--- src/hdl/tlpt_pkg.sv ---
// Shared types and constants for the two-level page table block.
`default_nettype none
package tlpt_pkg;

  typedef enum logic [1:0] {
    KIND_MAP_LARGE = 2'd0,
    KIND_MAP_SMALL = 2'd1,
    KIND_TRANSLATE = 2'd2,
    KIND_NONE      = 2'd3
  } kind_t;

  localparam logic [1:0] STATUS_OK       = 2'd0;
  localparam logic [1:0] STATUS_NO_TABLE = 2'd1;
  localparam logic [1:0] STATUS_OVER_BIG = 2'd2;

  localparam logic [31:0] LARGE_MASK = 32'hFFC00000;
  localparam logic [31:0] FRAME_MASK = 32'hFFFFF000;
  localparam logic [31:0] LARGE_OFF  = 32'h003FFFFF;
  localparam logic [31:0] SMALL_OFF  = 32'h00000FFF;
  localparam logic [31:0] SIZE_BIT   = 32'h00000080;
  localparam logic [31:0] LINK_FLAGS = 32'h00000003;
  localparam int          DIR_SIZE   = 1024;
  localparam int          IDX_W      = 10;
  localparam int          CNT_W      = 11;

  // Item as queued between front and back
  typedef struct packed {
    kind_t       kind;
    logic [31:0] lin_addr;
    logic [31:0] phys_addr;
    logic [11:0] flags;
  } item_t;

  typedef enum logic [2:0] {
    ST_IDLE,
    ST_CLEAR,
    ST_DIR,
    ST_TBL,
    ST_WRITE,
    ST_DONE
  } state_t;

endpackage
`default_nettype wire

--- src/hdl/tlpt_front.sv ---
// Front: accepts items into a two-entry queue.
`default_nettype none
module tlpt_front (
  input  wire logic            clk,
  input  wire logic            rst_n,
  input  wire logic            in_valid,
  output logic                 in_ready,
  input  wire tlpt_pkg::item_t in_item,
  output logic                 q_valid,
  input  wire logic            q_pop,
  output tlpt_pkg::item_t      q_item
);
  tlpt_pkg::item_t slot_r [2];
  logic            wp_r, rp_r, wp_nxt, rp_nxt;
  logic [1:0]      cnt_r, cnt_nxt;
  logic            push;

  assign in_ready = (cnt_r != 2'd2);
  assign push     = in_valid && in_ready;
  assign q_valid  = (cnt_r != 2'd0);
  assign q_item   = slot_r[rp_r];

  // Pointer and count updates
  always_comb begin
    wp_nxt  = wp_r ^ push;
    rp_nxt  = rp_r ^ q_pop;
    cnt_nxt = cnt_r + {1'b0, push} - {1'b0, q_pop};
  end

  always_ff @(posedge clk) begin
    if (!rst_n) begin
      wp_r  <= 1'b0;
      rp_r  <= 1'b0;
      cnt_r <= 2'd0;
    end else begin
      wp_r  <= wp_nxt;
      rp_r  <= rp_nxt;
      cnt_r <= cnt_nxt;
    end
    if (push) begin
      slot_r[wp_r] <= in_item;
    end
  end
endmodule
`default_nettype wire

--- config.mk ---
export PLATFORM = sky130hd
export DESIGN_NAME = tlpt_front
export DESIGN_NICKNAME = d
export VERILOG_FILES = /design/src/hdl/tlpt_pkg.sv /design/src/hdl/tlpt_front.sv
export SDC_FILE = /design/constraint.sdc
export NUM_CORES = 1
export LEC_CHECK = 0
export BUFFER_PORTS_ARGS = -buffer_cell sky130_fd_sc_hd__buf_4
export CORE_AREA = 2 2 134 136
export CTS_BUF_LIST = sky130_fd_sc_hd__clkbuf_8
export DETAILED_ROUTE_END_ITERATION = 16
export DIE_AREA = 0 0 136 138
export PLACE_DENSITY = 0.65
export SYNTH_ARGS = -nofsm -noshare
export SYNTH_HDL_FRONTEND = slang
export SYNTH_SLANG_ARGS = --single-unit
--- constraint.sdc ---
create_clock -name clk -period 12.1 [get_ports clk]
set_input_delay 0.605 -clock clk [delete_from_list [all_inputs] [get_ports clk]]
set_output_delay 0.605 -clock clk [all_outputs]
set_load 0.05 [all_outputs]
Yosys cells after proc, flatten, opt, wreduce, memory -nomap -nowiden:

Memories as Yosys holds them, arrays and structs flattened. A register that Yosys moved wholly into a read port is not among the register bits.
Index checks and enable logic that the tools add are counted.

* $add $sub $neg: 2
* equality and inequality tests: 1
* mux-type cells: 3
* bitwise logic cells: 2
* reduce and logical (&&, ||, !) cells: 2

Operator list (count)
* 1-bit two-way mux: 3
* 2-bit by 1-bit adder with 2-bit output: 1
* 2-bit inequality test, second input constant: 1
* 2-bit nonzero test: 1
* 2-bit by 1-bit subtractor with 2-bit output: 1
* 1-bit bitwise XOR: 2
* 1-bit logical AND: 1

* bits in registers: 4
* RAM bits: 156
* bits of input ports: 82
* output and inout port bits: 80
* word-level logic and storage cells: 14
* memories: 1

Memories
* slot_r: depth 2, width 78, rd ports 1, clocked after memory_dff 1, wr ports 1, line tlpt_front.sv:13 `tlpt_pkg::item_t slot_r [2];`

Logic depth before layout (Yosys ltp):

Gate-level depths: netlist of run 1.

* word-level depth: 4
* depth in mapped cells: 6
* gate-level depth less buffers: 6

Worst setup path after synthesis of run 1:

OpenSTA, ideal clock, no wires.

* path kind: flip-flop to flip-flop
* start: register cnt_r[0]
* end: memory slot_r[1][0] (netlist bit) (enable)
* setup time: 515 ps
* arrival: 4262 ps
* data required time: 11585 ps
* setup slack: 7323 ps
* cell stages (with the launch flop): 4
* period minus slack after synthesis: 4777 ps
* path through: dfxtp_1 nand2b_1 nand2_1 nor2_1

* word-level cells in the longest chain between the ends: 4

Ends and longest elaborated chain
* from (decl): line tlpt_front.sv:15 `logic [1:0] cnt_r, cnt_nxt;`
* from (signal assigned): line tlpt_front.sv:38 `cnt_r <= cnt_nxt;`
* 2-bit inequality test: line tlpt_front.sv:18 `assign in_ready = (cnt_r != 2'd2);`
* net in_ready: line tlpt_front.sv:7 `output logic in_ready,`
* 1-bit logical AND: line tlpt_front.sv:19 `assign push = in_valid && in_ready;`
* 1-bit two-way mux: line tlpt_front.sv:40 `if (push) begin`
* 1-bit two-way mux (not written as such): line tlpt_front.sv:41 `slot_r[wp_r] <= in_item;`
* to (decl): line tlpt_front.sv:13

The timed path passes the listed nets, and every way through them passes these cells.

==> flow_summary.ini, run 1 <==
[detailed_routing]
drt-pass1-iter-count = 4
wl_um = 11100
routed_via_density = 4.29
drtIter0Drc = 167
vias = 2933
wire_per_inst_um = 16.2
drcViolationCount = 0
postRouteAntennaNets = 0

[floorplanning]
die_w_um = 136
die-area_um2 = 18800
placementRows = 49
core_um2 = 17500
io_pins = 162
start_util = 0.339
die_h_um = 138

[finish]
diodes = 0
final_cell_area_um2 = 7830
mostFrequentLayoutCells = buf_4, edfxtp_1, mux2_2, mux2_4, clkbuf_8
syn_to_final_growth_pct = 31.6
nets = 525
drive_gt1_frac = 0.608
layoutNonFillerInstCount = 683
final_common_cell = buf_4

[placed_design]
globalplace.congestion = 0.709
dp.cells = 651
port_buffers = 161
placed_area_um2 = 7410
post-place-ws_ns = 9.42
dp_hpwl_um = 7270

[power]
power.density_nw_per_um2 = 182
peakVddDrop_v = 0.0000931
p_leak_nw = 2.94

[synthesis]
synth_xor_area_frac = 0.00295
synth_top_family_by_area = multiplexers
synth_compound_area_frac = 0.00253
syn-cell-area_um2 = 5950
ys_types = 20
synth-simple-area-share = 0.0105
ys_seq_elements = 161
synth_mux_area_frac = 0.162
yosysWarnings = 0
syn_avg_cell_area_um2 = 22.2
yosysSeqAreaShare = 0.805
syn_inst = 268
synth_nets = 352
synthAdderAreaFrac = 0.00421

[grt]
grt_max_degree = 79
grt_pass1_vias = 3194
antenna_found_initial = 0
overflow = 0
grt_pass1_wl_um = 16800
grtUsageTotal = 0.120

[timing]
rsz0062_at_grt = no
tns_ns = 0
worstMarginPinSlew_ns = 1.13
finalHoldViolCount = 0
slew-limit-headroom = 0.245
setup_violations = 0
period_share = 0.250
timing.hold.ws_ns = 0.345
clock_skew_ns = 0.0106
slew_viol_final = 0
fmax_mhz = 331
setup_slack_ns = 9.07
fin_crit_ns = 3.03

[clock_network]
cts_buffers = 17
cts_resized = 0
path_clk_slew_ns = 0.08
clock-root-buffer = clkbuf_8
ctsHoldBuffers = 0
cts_buffer_depth = 2
cts.sinks = 161
cts_tree = built
post_cts_buffers = 0
worstSkewPairLatency_ns = 0.44
htree_levels = 4

[worst_setup_path]
crit_top_cell = buf_4
end_kind = output port
crit_path_start_kind = register
crit_arrival_ns = 2.42
worstSetupPathType = reg -> out
required_ns = 11.49
cpMaxStageDelayCell = dfxtp_4
cp_max_fo = 45
path_cells = buf_4 -> mux2_2 -> buf_4
cpPeakStageDelay_ns = 0.76

[flow_run]
cap_violations = 0

[hold_path]
hp-class = in -> reg

[run_status]
outcome = complete, no violations
[worst max-delay path, delay by kind of cell, from the launching register on]
family	cells	cell delay [ns]
buffers and inverters	2	0.76
flip-flops	1	0.76
multiplexers	1	0.41
[report_power, final]
group          total, mW  switching, mW  internal [mW]
Sequential         0.693         0.0179          0.675
Clock              0.404          0.186          0.218
Combinational      0.324          0.212          0.113
Total               1.42          0.416           1.01
[metal layers]
metal / wire, um / track usage / vias up
li1: - / - / 1398
met1: 4560 / 0.142 / 1416
met2: 5560 / 0.198 / 105
met3: 751 / 0.0440 / 14
met4: 185 / 0.0510 / 0
met5: 0 / 0 / -
[synthesized netlist by cell type (all sizes together)]
cell / number / area (um2)
a21bo: 1 / 10.0
a21oi: 1 / 5.00
and2: 3 / 18.8
buf: 9 / 70.1
dfxtp: 5 / 100
edfxtp: 156 / 4680
ha: 2 / 25.0
inv: 2 / 7.51
mux2: 78 / 953
mux2i: 1 / 10.0
nand2: 2 / 7.51
nand2b: 2 / 12.5
nor2: 1 / 3.75
nor2b: 1 / 6.26
nor3b: 1 / 7.51
or2: 1 / 6.26
xnor2: 1 / 8.76
xor2: 1 / 8.76
[flip-flops by register name, summed over array words and instances (netlist names), named ones only]
signal / count
cnt_r: 2
wp_r: 1
slot_r: 156
rp_r: 1
[cells by family after synthesis]
kind of cell,after synthesis
compound gates,2
xor+xnor,2
fa+ha+maj,2
buf+inv,11
flops,161
mux,79
simple gates,11
[cell type report]
| class | instances | area, um2 |
|---|---|---|
| sequential | 161 | 4790 |
| tap | 229 | 287 |
| fill | 1532 | 9710 |
| clock inverter | 12 | 141 |
| clock buffer | 20 | 275 |
| multi-input combinational | 96 | 1100 |
| timing repair buffer | 163 | 1220 |
| inverter | 2 | 7.51 |
[path summary, 6_finish.rpt]
check | startpoint | to | slack (ns) | cells past startpoint
worst max-delay path | register | q_item[2] | 9.07 | 3
worst min-delay path | in_item[43] | slot_r[0][43] | 0.35 | 1
worst max register to register | cnt_r[0] | slot_r[1][47] | 9.66 | 4
worst min register to register | rp_r | register | 0.58 | 2
[metrics by stage]
step	total power, mW	util
2_1_floorplan	0.933	-
3_3_place_gp	1.03	0.423
3_5_place_dp	1.04	0.423
4_1_cts	1.44	0.446
5_1_grt	1.48	0.446
6_report	1.42	0.446
No activity file was read; power rests on OpenSTA's default activity.
==> run 2, diff against run 1 <==
Clock period 12.1 ns to 2.9 ns, I/O delays scaled along.
==> flow_summary.ini, run 2 (synthesis results as in run 1) <==
[run_status]
outcome = complete, no violations

[placed_design]
port_buffers = 161
dp_hpwl_um = 7320
dp.cells = 653
globalplace.congestion = 0.694

[timing]
worstMarginPinSlew_ns = 0.633
rsz0062_at_grt = no
fmax_mhz = 451
setup_violations = 0
tns_ns = 0
finalHoldViolCount = 0
fin_crit_ns = 2.22
clock_skew_ns = 0.00857
slew_viol_final = 0
period_share = 0.765
slew-limit-headroom = 0.577

[finish]
largest_register_ffs = 156
largest_register = slot_r
final_common_cell = buf_4
reg_top3 = slot_r (156), cnt_r (2)
diodes = 0
syn_to_final_growth_pct = 45.7
drive_gt1_frac = 0.518
layoutNonFillerInstCount = 764
utilization = 0.494
mostFrequentLayoutCells = buf_4, edfxtp_1, dlygate4sd3_1, mux2_2, mux2_4
fillCellCount = 1463
nets = 606

[clock_network]
cts.sinks = 161
cts_resized = 0
cts_buffer_depth = 2
worstSkewPairLatency_ns = 0.44
path_clk_slew_ns = 0.08
clock-root-buffer = clkbuf_8
cts_tree = built
cts_buffers = 17
htree_levels = 4

[floorplanning]
die_w_um = 136
die-area_um2 = 18800
die_h_um = 138
start_util = 0.339
placementRows = 49
io_pins = 162
core_um2 = 17500

[detailed_routing]
wire_per_inst_um = 15.2
postRouteAntennaNets = 0
wl_um = 11600
drtIter0Drc = 170
drcViolationCount = 0
routed_via_density = 4.33
drt-pass1-iter-count = 4
vias = 3311

[grt]
grt_pass1_vias = 3655
grt_max_degree = 64
grt_pass1_wl_um = 17800
antenna_found_initial = 0
grtUsageTotal = 0.126
overflow = 0

[worst_setup_path]
path_cells = buf_12 -> mux2_2 -> buf_4
crit_path_start_kind = register
required_ns = 2.76
cpMaxStageDelayCell = dfxtp_4
cp_max_fo = 46
r2r_cells = 5
timing.rr.start = cnt_r[0]
cpPeakStageDelay_ns = 0.66
cp.depth = 3
end_kind = output port
crit_arrival_ns = 2.07
critPathBufInv = 2
crit_family = flip-flops
worstSetupPathType = reg -> out

[power]
p_leak_nw = 3.29
power.density_nw_per_um2 = 691
power.internal_mw = 4.23
power_frac_seq = 0.481
power_frac_clock = 0.272
pwr-share-comb = 0.247
peakVddDrop_v = 0.000397
swShare = 0.293
netSwitchingPower_mw = 1.76

[hold_path]
min-delay-start = q_pop
hp-class = in -> reg
hold_path_depth = 3

[flow_run]
cap_violations = 0
run 2: cell count changes in the layout (fill, tap and decap cells not counted), sizes merged:
cell         delta
clkinv          +1
clkbuf          -2
inv             +1
dlygate4sd3    +79
buf             +2
run 2: layer usage:
layer / up-vias / GRT usage / part of all wire
met2: 106 / 0.222 / 0.52
met1: 1618 / 0.133 / 0.39
met4: 0 / 0.0641 / 0.028
met5: - / 0 / 0
met3: 28 / 0.0403 / 0.052
li1: 1559 / - / -
run 2: final cells by class:
cell class	instances	area, um2	area share
sequential	161	4790	0.553
timing repair buffer	244	2080	0.240
clock buffer	18	248	0.0286
tap	229	287	0.0331
inverter	2	7.51	0.000867
clock inverter	14	150	0.0173
multi-input combinational	96	1100	0.127
run 2: power by group through the flow:
| stage | sequential (mW) | clock [mW] | combinational (mW) |
|---|---|---|---|
| after floorplan | 2.90 | 0 | 0.977 |
| after global placement | 2.92 | 0 | 1.39 |
| after detailed placement | 2.94 | 0 | 1.41 |
| after CTS | 2.88 | 1.69 | 1.50 |
| after global routing | 2.90 | 1.77 | 1.55 |
| final | 2.88 | 1.63 | 1.48 |
run 2: tightest hold or removal path, cell delays in order:
cell and delay, ns:
buf_4 0.11, xor2_1 0.07, and2_1 0.14
run 2: metrics by stage:
stage / hold WS [ns] / cell area (um2) / worst slack [ns] / total power [mW]
final: 0.0664 / 8660 / 0.682 / 5.98
after global routing: 0.0369 / 8660 / 0.557 / 6.22
after CTS: 0.0149 / 8660 / 0.611 / 6.07
after detailed placement: 0.334 / 7470 / 1.10 / 4.34
after global placement: 0.330 / 7470 / 1.15 / 4.31
after floorplan: 0.244 / 5960 / 0.276 / 3.88
run 2: path summary, 6_finish.rpt:
check | end | slack, ns
max | q_item[5] | 0.68
min | register | 0.07
max reg2reg | slot_r[0][6] | 1.11
min reg2reg | register | 0.56
run 2: repair_timing:
action	CTS	global route
endpoints found under the hold margin	161	0
setup buffers	0	0
hold buffers	79	0
